File: src/rtl/core/md5sh_pkg.sv
// Shared types, constants and round tables for the streaming MD5 hasher.
package md5sh_pkg;

    localparam logic [31:0] INIT_A = 32'h67452301;
    localparam logic [31:0] INIT_B = 32'hefcdab89;
    localparam logic [31:0] INIT_C = 32'h98badcfe;
    localparam logic [31:0] INIT_D = 32'h10325476;

    localparam logic [7:0] PAD_BYTE = 8'h80;
    localparam logic [5:0] LEN_POS  = 6'd56;
    localparam int unsigned WORD_COUNT = 16;

    // Commands from the controller to the datapath.
    typedef struct packed {
        logic       load_word;   // take the input beat into the byte staging register
        logic       push_byte;   // append one byte to the block
        logic [1:0] push_sel;    // 0 data, 1 pad marker, 2 zero, 3 length byte
        logic       comp_start;  // latch chain into working registers
        logic       comp_step;   // one compression step
        logic       comp_finish; // fold working registers into the chain
        logic       restart;     // return to initial values
    } t_cmd;

    // Status from the datapath to the controller.
    typedef struct packed {
        logic       block_full;  // the last push filled the block
        logic [5:0] fill_pos;
        logic [2:0] bytes_left;  // data bytes still staged
        logic [2:0] len_idx;
        logic [5:0] step_idx;
    } t_status;

    localparam logic [1:0] SEL_DATA = 2'd0;
    localparam logic [1:0] SEL_PAD  = 2'd1;
    localparam logic [1:0] SEL_ZERO = 2'd2;
    localparam logic [1:0] SEL_LEN  = 2'd3;

    function automatic logic [31:0] round_k(input logic [5:0] i);
        logic [31:0] k;
        unique case (i)
            6'd0: k = 32'hd76aa478;  6'd1: k = 32'he8c7b756;  6'd2: k = 32'h242070db;
            6'd3: k = 32'hc1bdceee;  6'd4: k = 32'hf57c0faf;  6'd5: k = 32'h4787c62a;
            6'd6: k = 32'ha8304613;  6'd7: k = 32'hfd469501;  6'd8: k = 32'h698098d8;
            6'd9: k = 32'h8b44f7af;  6'd10: k = 32'hffff5bb1; 6'd11: k = 32'h895cd7be;
            6'd12: k = 32'h6b901122; 6'd13: k = 32'hfd987193; 6'd14: k = 32'ha679438e;
            6'd15: k = 32'h49b40821; 6'd16: k = 32'hf61e2562; 6'd17: k = 32'hc040b340;
            6'd18: k = 32'h265e5a51; 6'd19: k = 32'he9b6c7aa; 6'd20: k = 32'hd62f105d;
            6'd21: k = 32'h02441453; 6'd22: k = 32'hd8a1e681; 6'd23: k = 32'he7d3fbc8;
            6'd24: k = 32'h21e1cde6; 6'd25: k = 32'hc33707d6; 6'd26: k = 32'hf4d50d87;
            6'd27: k = 32'h455a14ed; 6'd28: k = 32'ha9e3e905; 6'd29: k = 32'hfcefa3f8;
            6'd30: k = 32'h676f02d9; 6'd31: k = 32'h8d2a4c8a; 6'd32: k = 32'hfffa3942;
            6'd33: k = 32'h8771f681; 6'd34: k = 32'h6d9d6122; 6'd35: k = 32'hfde5380c;
            6'd36: k = 32'ha4beea44; 6'd37: k = 32'h4bdecfa9; 6'd38: k = 32'hf6bb4b60;
            6'd39: k = 32'hbebfbc70; 6'd40: k = 32'h289b7ec6; 6'd41: k = 32'heaa127fa;
            6'd42: k = 32'hd4ef3085; 6'd43: k = 32'h04881d05; 6'd44: k = 32'hd9d4d039;
            6'd45: k = 32'he6db99e5; 6'd46: k = 32'h1fa27cf8; 6'd47: k = 32'hc4ac5665;
            6'd48: k = 32'hf4292244; 6'd49: k = 32'h432aff97; 6'd50: k = 32'hab9423a7;
            6'd51: k = 32'hfc93a039; 6'd52: k = 32'h655b59c3; 6'd53: k = 32'h8f0ccc92;
            6'd54: k = 32'hffeff47d; 6'd55: k = 32'h85845dd1; 6'd56: k = 32'h6fa87e4f;
            6'd57: k = 32'hfe2ce6e0; 6'd58: k = 32'ha3014314; 6'd59: k = 32'h4e0811a1;
            6'd60: k = 32'hf7537e82; 6'd61: k = 32'hbd3af235; 6'd62: k = 32'h2ad7d2bb;
            default: k = 32'heb86d391;
        endcase
        return k;
    endfunction

    function automatic logic [4:0] round_shift(input logic [5:0] i);
        logic [4:0] s;
        unique case ({i[5:4], i[1:0]})
            4'd0: s = 5'd7;   4'd1: s = 5'd12;  4'd2: s = 5'd17;  4'd3: s = 5'd22;
            4'd4: s = 5'd5;   4'd5: s = 5'd9;   4'd6: s = 5'd14;  4'd7: s = 5'd20;
            4'd8: s = 5'd4;   4'd9: s = 5'd11;  4'd10: s = 5'd16; 4'd11: s = 5'd23;
            4'd12: s = 5'd6;  4'd13: s = 5'd10; 4'd14: s = 5'd15; default: s = 5'd21;
        endcase
        return s;
    endfunction

    // Message word index used by step i.
    function automatic logic [3:0] msg_index(input logic [5:0] i);
        logic [3:0] g;
        unique case (i[5:4])
            2'd0: g = i[3:0];
            2'd1: g = 4'(5 * i[3:0] + 1);
            2'd2: g = 4'(3 * i[3:0] + 5);
            default: g = 4'(7 * i[3:0]);
        endcase
        return g;
    endfunction

endpackage

File: src/rtl/core/md5sh_stream_if.sv
// Valid/ready channel interface used for the input and result beats.
interface md5sh_stream_if #(
    parameter int unsigned WIDTH = 1
);
    logic             valid;
    logic             ready;
    logic [WIDTH-1:0] data;

    modport source (output valid, output data, input ready);
    modport sink (input valid, input data, output ready);
endinterface

File: src/rtl/core/md5sh_datapath.sv
// Byte packing, block memory, length counter and MD5 step unit.
module md5sh_datapath (
    input  logic            i_clk,
    input  logic            i_rst_n,
    input  md5sh_pkg::t_cmd i_cmd,
    input  logic [31:0]     i_data_word,
    input  logic [2:0]      i_byte_count,
    output md5sh_pkg::t_status o_status,
    output logic [127:0]    o_digest
);
    import md5sh_pkg::*;

    logic [31:0] r_stage;
    logic [2:0]  r_left;
    logic [5:0]  r_fill;
    logic [63:0] r_bitlen;
    logic [63:0] r_lenlatch;
    logic [2:0]  r_lidx;
    logic [31:0] r_chain [4];
    logic [31:0] r_a, r_b, r_c, r_d;
    logic [5:0]  r_step;
    logic [31:0] r_mem [WORD_COUNT];
    logic [31:0] r_word;
    logic        r_full;
    logic [7:0]  push_val;
    logic [2:0]  clamp;
    logic [31:0] f_val, t_sum, t_rot;
    logic [4:0]  sh;

    assign clamp = (i_byte_count > 3'd4) ? 3'd4 : i_byte_count;

    always_comb begin
        unique case (i_cmd.push_sel)
            SEL_DATA: push_val = r_stage[7:0];
            SEL_PAD:  push_val = PAD_BYTE;
            SEL_ZERO: push_val = 8'h00;
            default:  push_val = r_lenlatch[8*r_lidx +: 8];
        endcase
    end

    // Block memory: bytes are packed into a word register and written a word at a time.
    always_ff @(posedge i_clk) begin
        if (i_cmd.push_byte) begin
            r_word[8*r_fill[1:0] +: 8] <= push_val;
            if (r_fill[1:0] == 2'd3) begin
                r_mem[r_fill[5:2]] <= {push_val, r_word[23:0]};
            end
        end
    end

    // Registered read of the word the next step needs.
    logic [31:0] r_x;
    logic [5:0]  rd_step;
    assign rd_step = i_cmd.comp_start ? 6'd0 : (r_step + 6'd1);
    always_ff @(posedge i_clk) begin
        r_x <= r_mem[msg_index(rd_step)];
    end

    always_comb begin
        unique case (r_step[5:4])
            2'd0: f_val = (r_b & r_c) | (~r_b & r_d);
            2'd1: f_val = (r_d & r_b) | (~r_d & r_c);
            2'd2: f_val = r_b ^ r_c ^ r_d;
            default: f_val = r_c ^ (r_b | ~r_d);
        endcase
        sh    = round_shift(r_step);
        t_sum = r_a + f_val + round_k(r_step) + r_x;
        t_rot = (t_sum << sh) | (t_sum >> (6'd32 - {1'b0, sh}));
    end

    always_ff @(posedge i_clk) begin
        if (!i_rst_n || i_cmd.restart) begin
            r_fill   <= '0;
            r_bitlen <= '0;
            r_left   <= '0;
            r_lidx   <= '0;
            r_full   <= 1'b0;
            r_step   <= '0;
            r_chain[0] <= INIT_A;
            r_chain[1] <= INIT_B;
            r_chain[2] <= INIT_C;
            r_chain[3] <= INIT_D;
        end else begin
            r_full <= 1'b0;
            if (i_cmd.load_word) begin
                r_stage  <= i_data_word;
                r_left   <= clamp;
                r_bitlen <= r_bitlen + {58'd0, clamp, 3'd0};
                r_lenlatch <= r_bitlen + {58'd0, clamp, 3'd0};
                r_lidx   <= '0;
            end
            if (i_cmd.push_byte) begin
                r_fill <= r_fill + 6'd1;
                r_full <= (r_fill == 6'd63);
                if (i_cmd.push_sel == SEL_DATA) begin
                    r_stage <= {8'h00, r_stage[31:8]};
                    r_left  <= r_left - 3'd1;
                end
                if (i_cmd.push_sel == SEL_LEN) begin
                    r_lidx <= r_lidx + 3'd1;
                end
            end
            if (i_cmd.comp_start) begin
                r_a <= r_chain[0];
                r_b <= r_chain[1];
                r_c <= r_chain[2];
                r_d <= r_chain[3];
                r_step <= '0;
            end else if (i_cmd.comp_step) begin
                r_a <= r_d;
                r_d <= r_c;
                r_c <= r_b;
                r_b <= r_b + t_rot;
                r_step <= r_step + 6'd1;
            end
            if (i_cmd.comp_finish) begin
                r_chain[0] <= r_chain[0] + r_a;
                r_chain[1] <= r_chain[1] + r_b;
                r_chain[2] <= r_chain[2] + r_c;
                r_chain[3] <= r_chain[3] + r_d;
            end
        end
    end

    assign o_status = '{block_full: r_full, fill_pos: r_fill, bytes_left: r_left,
                        len_idx: r_lidx, step_idx: r_step};
    assign o_digest = {r_chain[3], r_chain[2], r_chain[1], r_chain[0]};

`ifndef SYNTHESIS
    a_fill_wraps: assert property (@(posedge i_clk) disable iff (!i_rst_n)
        (i_cmd.push_byte && !i_cmd.restart && r_fill == 6'd63) |=> (r_fill == 6'd0 && r_full))
        else $error("fill position did not wrap with a full block");
    a_step_counts: assert property (@(posedge i_clk) disable iff (!i_rst_n)
        (i_cmd.comp_step && !i_cmd.comp_start && !i_cmd.restart) |=> r_step == $past(r_step) + 6'd1)
        else $error("step counter did not advance");
    a_no_push_in_comp: assert property (@(posedge i_clk) disable iff (!i_rst_n)
        !(i_cmd.push_byte && i_cmd.comp_step))
        else $error("byte pushed during compression");
`endif
endmodule

File: src/rtl/core/md5sh_ctrl.sv
// Sequencer for byte appending, padding, compression and digest output.
module md5sh_ctrl (
    input  logic               i_clk,
    input  logic               i_rst_n,
    input  logic               i_in_valid,
    input  logic               i_in_last,
    output logic               o_in_ready,
    input  logic               i_out_ready,
    output logic               o_out_valid,
    output logic               o_out_half,
    input  md5sh_pkg::t_status i_status,
    output md5sh_pkg::t_cmd    o_cmd
);
    import md5sh_pkg::*;

    typedef enum logic [8:0] {
        S_IDLE  = 9'b000000001,
        S_DATA  = 9'b000000010,
        S_PAD   = 9'b000000100,
        S_ZERO  = 9'b000001000,
        S_LEN   = 9'b000010000,
        S_CPREP = 9'b000100000,
        S_COMP  = 9'b001000000,
        S_FOLD  = 9'b010000000,
        S_OUT   = 9'b100000000
    } t_state;

    typedef enum logic [1:0] {
        R_DATA = 2'd0, R_PAD = 2'd1, R_ZERO = 2'd2, R_LEN = 2'd3
    } t_resume;

    t_state  r_state, n_state;
    t_resume r_resume, n_resume;
    logic    r_last, n_last;
    logic    r_half, n_half;

    always_ff @(posedge i_clk) begin
        if (!i_rst_n) begin
            r_state  <= S_IDLE;
            r_resume <= R_DATA;
            r_last   <= 1'b0;
            r_half   <= 1'b0;
        end else begin
            r_state  <= n_state;
            r_resume <= n_resume;
            r_last   <= n_last;
            r_half   <= n_half;
        end
    end

    always_comb begin
        n_state  = r_state;
        n_resume = r_resume;
        n_last   = r_last;
        n_half   = r_half;
        o_cmd    = '0;
        o_in_ready  = 1'b0;
        o_out_valid = 1'b0;
        unique case (r_state)
            S_IDLE: begin
                o_in_ready = 1'b1;
                if (i_in_valid) begin
                    o_cmd.load_word = 1'b1;
                    n_last  = i_in_last;
                    n_state = S_DATA;
                end
            end
            S_DATA: begin
                if (i_status.block_full) begin
                    n_resume = R_DATA;
                    n_state  = S_CPREP;
                end else if (i_status.bytes_left != 3'd0) begin
                    o_cmd.push_byte = 1'b1;
                    o_cmd.push_sel  = SEL_DATA;
                end else if (r_last) begin
                    n_state = S_PAD;
                end else begin
                    n_state = S_IDLE;
                end
            end
            S_PAD: begin
                o_cmd.push_byte = 1'b1;
                o_cmd.push_sel  = SEL_PAD;
                n_state = S_ZERO;
            end
            S_ZERO: begin
                if (i_status.block_full) begin
                    n_resume = R_ZERO;
                    n_state  = S_CPREP;
                end else if (i_status.fill_pos == LEN_POS) begin
                    n_state = S_LEN;
                end else begin
                    o_cmd.push_byte = 1'b1;
                    o_cmd.push_sel  = SEL_ZERO;
                end
            end
            S_LEN: begin
                if (i_status.block_full) begin
                    n_resume = R_LEN;
                    n_state  = S_CPREP;
                end else begin
                    o_cmd.push_byte = 1'b1;
                    o_cmd.push_sel  = SEL_LEN;
                end
            end
            S_CPREP: begin
                o_cmd.comp_start = 1'b1;
                n_state = S_COMP;
            end
            S_COMP: begin
                o_cmd.comp_step = 1'b1;
                if (i_status.step_idx == 6'd63) begin
                    n_state = S_FOLD;
                end
            end
            S_FOLD: begin
                o_cmd.comp_finish = 1'b1;
                unique case (r_resume)
                    R_DATA:  n_state = S_DATA;
                    R_PAD:   n_state = S_PAD;
                    R_ZERO:  n_state = S_ZERO;
                    default: n_state = S_OUT;
                endcase
                n_half = 1'b0;
            end
            S_OUT: begin
                o_out_valid = 1'b1;
                if (i_out_ready) begin
                    n_half = ~r_half;
                    if (r_half) begin
                        o_cmd.restart = 1'b1;
                        n_state = S_IDLE;
                    end
                end
            end
            default: n_state = S_IDLE;
        endcase
    end

    assign o_out_half = r_half;

`ifndef SYNTHESIS
    a_onehot: assert property (@(posedge i_clk) disable iff (!i_rst_n) $onehot(r_state))
        else $error("state register not one-hot");
    a_out_only_out: assert property (@(posedge i_clk) disable iff (!i_rst_n)
        o_out_valid |-> !o_in_ready)
        else $error("input taken while digest pending");
    a_len_then_out: assert property (@(posedge i_clk) disable iff (!i_rst_n)
        (r_state == S_FOLD && r_resume == R_LEN) |=> r_state == S_OUT)
        else $error("final block did not lead to digest output");
`endif
endmodule

File: src/rtl/core/md5_stream_hasher.sv
// Top level of the streaming MD5 hasher.
//
//  channel  dir  payload                                         handshake
//  i_in     in   data_word[31:0] byte_count[2:0] end_of_message  valid/ready
//  o_out    out  digest_half[63:0] half_index last_of_run        valid/ready
//
// An input beat is taken in the idle state, then its bytes enter the block one
// per cycle while no full block is being compressed, and the controller returns
// to idle; only there is the next beat accepted. For each full block the full
// block is seen, the working registers are loaded, the single shared step unit
// runs 64 steps, and the result is folded into the chain. At end of message
// the padding goes in a byte per cycle while no full block is compressed, then
// the two digest halves wait in the output state; a stall there holds them.
// Reset is synchronous and active low and returns the chain to the MD5
// initial values with an empty block.
module md5_stream_hasher (
    input  logic           i_clk,
    input  logic           i_rst_n,
    md5sh_stream_if.sink   i_in,
    md5sh_stream_if.source o_out
);
    import md5sh_pkg::*;

    t_cmd         cmd;
    t_status      status;
    logic [127:0] digest;
    logic         out_half;

    // Input payload: {end_of_message, byte_count, data_word}.
    md5sh_ctrl u_ctrl (
        .i_clk       (i_clk),
        .i_rst_n     (i_rst_n),
        .i_in_valid  (i_in.valid),
        .i_in_last   (i_in.data[35]),
        .o_in_ready  (i_in.ready),
        .i_out_ready (o_out.ready),
        .o_out_valid (o_out.valid),
        .o_out_half  (out_half),
        .i_status    (status),
        .o_cmd       (cmd)
    );

    md5sh_datapath u_dp (
        .i_clk        (i_clk),
        .i_rst_n      (i_rst_n),
        .i_cmd        (cmd),
        .i_data_word  (i_in.data[31:0]),
        .i_byte_count (i_in.data[34:32]),
        .o_status     (status),
        .o_digest     (digest)
    );

    // Output payload: {last_of_run, half_index, digest_half}.
    assign o_out.data = {out_half, out_half, out_half ? digest[127:64] : digest[63:0]};

`ifndef SYNTHESIS
    a_last_is_half1: assert property (@(posedge i_clk) disable iff (!i_rst_n)
        (o_out.valid && o_out.ready && !out_half) |=> (o_out.valid && out_half))
        else $error("second digest half did not follow the first");
    a_out_stable: assert property (@(posedge i_clk) disable iff (!i_rst_n)
        (o_out.valid && !o_out.ready) |=> $stable(o_out.data))
        else $error("digest changed while stalled");
    a_in_blocked_busy: assert property (@(posedge i_clk) disable iff (!i_rst_n)
        (i_in.valid && i_in.ready) |=> !i_in.ready)
        else $error("second beat accepted while bytes pending");
`endif
endmodule

File: src/flat_wrapper.sv
// flat-port wrapper written by rule: the top's interface ports become plain ports
module md5_stream_hasher_flat import md5sh_pkg::*;
  (i_clk, i_rst_n, i_in_valid, i_in_data, i_in_ready, o_out_valid, o_out_data, o_out_ready);
  md5sh_stream_if #(.WIDTH((36))) i_in_i ();
  md5sh_stream_if #(.WIDTH((66))) o_out_i ();
  input  logic i_clk;
  input  logic i_rst_n;
  input wire logic [$bits(i_in_i.valid)-1:0] i_in_valid;
  input wire logic [$bits(i_in_i.data)-1:0] i_in_data;
  output wire logic [$bits(i_in_i.ready)-1:0] i_in_ready;
  output wire logic [$bits(o_out_i.valid)-1:0] o_out_valid;
  output wire logic [$bits(o_out_i.data)-1:0] o_out_data;
  input wire logic [$bits(o_out_i.ready)-1:0] o_out_ready;
  assign i_in_i.valid = i_in_valid;
  assign i_in_i.data = i_in_data;
  assign i_in_ready = i_in_i.ready;
  assign o_out_valid = o_out_i.valid;
  assign o_out_data = o_out_i.data;
  assign o_out_i.ready = o_out_ready;
  md5_stream_hasher u_core (.i_clk(i_clk), .i_rst_n(i_rst_n), .i_in(i_in_i), .o_out(o_out_i));
endmodule
File: config.mk
export PLATFORM = sky130hd
export DESIGN_NAME = md5_stream_hasher_flat
export DESIGN_NICKNAME = d
export VERILOG_FILES = /design/src/rtl/core/md5sh_pkg.sv /design/src/rtl/core/md5sh_stream_if.sv /design/src/rtl/core/md5sh_datapath.sv /design/src/rtl/core/md5sh_ctrl.sv /design/src/rtl/core/md5_stream_hasher.sv /design/src/flat_wrapper.sv
export SDC_FILE = /design/constraint.sdc
export NUM_CORES = 2
export LEC_CHECK = 0
export ABC_AREA = 1
export BUFFER_PORTS_ARGS = -buffer_cell sky130_fd_sc_hd__buf_2
export CELL_PAD_IN_SITES_DETAIL_PLACEMENT = 0
export CELL_PAD_IN_SITES_GLOBAL_PLACEMENT = 1
export CORE_UTILIZATION = 31
export DETAILED_ROUTE_END_ITERATION = 10
export HOLD_SLACK_MARGIN = 0.12
export PLACE_DENSITY = 0.56
export SYNTH_ARGS = -nofsm -noshare
export SYNTH_HDL_FRONTEND = slang
export SYNTH_SLANG_ARGS = --single-unit
File: constraint.sdc
create_clock -name i_clk -period 10.05 [get_ports i_clk]
set_input_delay 1.005 -clock i_clk [delete_from_list [all_inputs] [get_ports i_clk]]
set_output_delay 1.005 -clock i_clk [all_outputs]
set_load 0.05 [all_outputs]
==> impl_metrics.csv <==
group,metric,value,unit
die,start_util,0.3129,
cts,clkTransAtPathRegs,0.06,ns
synthesis,ys_ff_latch,1047,
run,cap_violations,0,
cts,cts_made_buffers,133,
cts,clock_path_buffers,3,
die,coreArea,0.1978,mm^2
sta,period_needed,8.817,ns
routing,drt-wirelength-per-cell,24.06,um
power_and_ir_drop,p_leak,0.02815,uW
sta,hold_viol,0,
placement,dpl_worst_slack,1.280,ns
die,die_y,448.9,um
cts,post_cts_resized,0,
setup_path,slowest_delay,0.51,ns
setup_path,cp-end-kind,"register",
power_and_ir_drop,ir_drop,0.1609,mV
cts,cts-htree-levels,4,
setup_path,rrSetupSlack,1.23,ns
routing,detail-route-antenna-nets,0,
setup_path,critPathKind,"register to register",
synthesis,seq_area_frac_synth,0.4816,
synthesis,synth_edf_count,885,
power_and_ir_drop,power_frac_clock,0.437,
cts,cts_tree,"yes",
power_and_ir_drop,p_per_area,157.6,mW/mm^2
die,die_w,448.9,um
synthesis,yosysWarnings,0,
die,rows,163,
routing,route.final.wire_length,242800,um
routing,dr.pass1.iters,6,
cells_and_area,nets,7675,
setup_path,critPathMostFrequentCell,"o21ai_0",
setup_path,worstPathRequired,10.55,ns
hold_path,hold_class,"register to register",
synthesis,async_flop_share,0,
sta,maxSlewViolCount,0,
sta,max_slew_margin,0.1574,
synthesis,synth_ff_type,"edfxtp_1",
cts,clk_latency,0.78,ns
sta,setup_ws,1.233,ns
sta,skew,0.03849,ns
sta,timing.final.crit_share,0.8773,
synthesis,synth.avg_cell_area,8.462,um^2
cts,hold_buffers,0,
sta,worst_pin_slew,1.251,ns
cts,clkSinkCount,1047,
power_and_ir_drop,share_comb_of_total_power,0.090,
synthesis,syn_nets,7649,
power_and_ir_drop,intPower,8064,uW
global_route,grt_pass1_vias,51577,
cells_and_area,regArea,0.02982,mm^2
cts,root_buffer,"clkbuf_16",
sta,rsz0062_at_grt,"false",
sta,setup_viol,0,
cts,post-cts-setup-buffer-count,0,
setup_path,cp_slowest_cell,"fa_1",
cells_and_area,fin_cells,10093,
power_and_ir_drop,switching_share,0.2660,
routing,via_per_inst,5.260,
cells_and_area,area_growth,12.61,%
cells_and_area,multiInputGateArea,0.02778,mm^2
placement,dp.cells,9847,
routing,drc_errors,0,
setup_path,critPathLaunchType,"register",
sta,fin_tns_setup,0,ns
power_and_ir_drop,power.total,10990,uW
routing,drt_iter0_markers,4963,
die,die-area,0.2015,mm^2
power_and_ir_drop,seqPwrFrac,0.473,
setup_path,worst-path-max-fanout,21,
sta,fmax,0.1134,GHz
global_route,antenna_found_initial,8,
global_route,grtUsageTotal,0.2348,
cells_and_area,layout-drive-gt1-share,0.07249,
status,status,"finished clean",
placement,io_buffers,107,
placement,gp_congestion,0.9508,
global_route,grt_overflow,0,
cells_and_area,fillCellCount,20664,
setup_path,arrival,9.32,ns
global_route,grt_pass1_wl,352700,um
synthesis,synth_cell_types,73,
power_and_ir_drop,p_sw,2922,uW
cells_and_area,fin_util,0.3524,
synthesis,netlist_instances,7316,
placement,hpwl,171000,um
synthesis,syn_area,0.06191,mm^2
routing,vias,53088,
die,io_pins,108,
global_route,grt_start_max_net_pins,172,
[power groups by stage]
stage                     clock network, uW  logic (uW)  registers, uW
final                                  4810         988           5190
after global routing                   5080        1120           5220
after CTS                              4930        1010           5190
after detailed placement                  0        1000           5280
after global placement                    0         996           5280
after floorplan                           0         668           5220
[kinds of logic after synthesis]
family | count (synthesis) | share of synthesized area
and+or+nand+nor | 2899 | 0.1959
adders and majority gates | 293 | 0.06770
buffers and inverters | 1169 | 0.07334
DFF | 1047 | 0.4816
AOI/OAI and AO/OA | 1800 | 0.1661
xor gates and xnor gates | 108 | 0.01528
[placed cells by master (no fill, tap or decap), types with 29 or more instances in the layout]
master and count:
buf_4 82, nand4_1 37, fa_1 70, dfxtp_1 161, xor2_1 76, o211ai_1 29, edfxtp_1 885, o21ai_0 775
xnor2_1 32, nor2_1 741, or2_2 51, nand3_1 460, clkbuf_1 31, clkbuf_16 138, o21ai_1 61, buf_2 107
inv_1 842, nor3_1 87, o22ai_1 57, ha_1 223, o221ai_1 149, nand2_1 1416, a31oi_1 63, o21a_1 30
a21oi_1 502
[metal layers]
layer	up-vias	global-route usage	share of wire
met4	2	0.07471	0.032
met1	25948	0.3152	0.44
met2	1550	0.3943	0.48
met3	297	0.02538	0.048
met5	-	0	0.000049
li1	25291	-	-
[cells in the mapped netlist (4+ instances only)]
library cell,number,area (um^2)
o221ai_1,149,1305
edfxtp_1,885,26580
a21boi_0,13,97.59
or2_2,51,319.1
clkinv_1,5,18.77
buf_4,10,75.07
o31ai_1,11,82.58
o21bai_1,17,127.6
nand4_1,37,231.5
nand3b_1,7,52.55
o21a_1,30,225.2
nand2_2,7,43.79
nor2_4,7,78.83
o21ai_0,778,3894
buf_1,22,82.58
nor4_1,15,93.84
o211ai_1,29,217.7
a221oi_1,12,105.1
a21oi_1,503,2517
nor3_1,87,435.4
a31oi_1,63,394.1
clkbuf_1,195,732.0
o21ai_1,60,300.3
buf_2,70,350.3
a21o_1,17,127.6
a211oi_1,10,75.07
fa_1,70,1401
xnor2_1,32,280.3
a32o_1,8,80.08
and2_1,5,31.28
nand2_1,1418,5323
inv_2,16,60.06
dfxtp_1,162,3243
a22oi_1,4,30.03
nor2_2,22,137.6
nor2_1,763,2864
nand3_1,460,2302
o311ai_1,7,61.31
ha_1,223,2790
xor2_1,76,665.6
inv_1,847,3179
o22ai_1,57,356.6
[registers in the layout, summed over array words and instances, names as in the netlist, 9 cells and up, named ones only]
register                flops
u_core.u_dp.r_word         24
u_core.u_dp.r_c            32
u_core.u_ctrl.r_state       9
u_core.u_dp.r_x            32
u_core.u_dp.r_chain       128
u_core.u_dp.r_mem         512
u_core.u_dp.r_b            32
u_core.u_dp.r_stage        32
u_core.u_dp.r_lenlatch     61
u_core.u_dp.r_d            32
u_core.u_dp.r_bitlen       61
u_core.u_dp.r_a            32
[metrics by stage]
stage | hold WS (ns) | cell area (um^2)
after floorplan | 0.4447 | 61910
after global placement | 0.4555 | 65370
after detailed placement | 0.4691 | 65370
after CTS | 0.4766 | 69710
after global routing | 0.4983 | 69710
final | 0.4746 | 69720
[area by class of cell]
type	instances	share of cell area
Antenna cell	4	0.0001436
Clock buffer	176	0.05259
Clock inverter	66	0.009584
Inverter	869	0.04699
Multi-Input combinational cell	5100	0.3985
Sequential cell	1047	0.4278
Tap cell	2640	0.04738
Timing Repair Buffer	191	0.01709
[worst max-delay path, delay by kind of cell (launching register included)]
kind	cells	cell delay, ns
flip-flops	1	0.40
buffers and inverters	5	0.74
AO/OA/AOI/OAI	12	2.59
AND/OR/NAND/NOR	15	2.65
adder cells (fa/ha/maj)	5	2.15
[path summary, 6_finish.rpt]
check | from | endpoint | depth (start not counted)
min | u_core.u_dp.r_bitlen[5]$_SDFFE_PP0P_ | u_core.u_dp.r_bitlen[5]$_SDFFE_PP0P_ | 2
max | u_core.u_dp.r_step[5]$_SDFFE_PP0N_ | u_core.u_dp.r_b[20]$_DFFE_PP_ | 37
max reg2reg | u_core.u_dp.r_step[5]$_SDFFE_PP0N_ | u_core.u_dp.r_b[20]$_DFFE_PP_ | 37
min reg2reg | u_core.u_dp.r_bitlen[5]$_SDFFE_PP0P_ | u_core.u_dp.r_bitlen[5]$_SDFFE_PP0P_ | 2
Power figures use the tool's default switching activity.
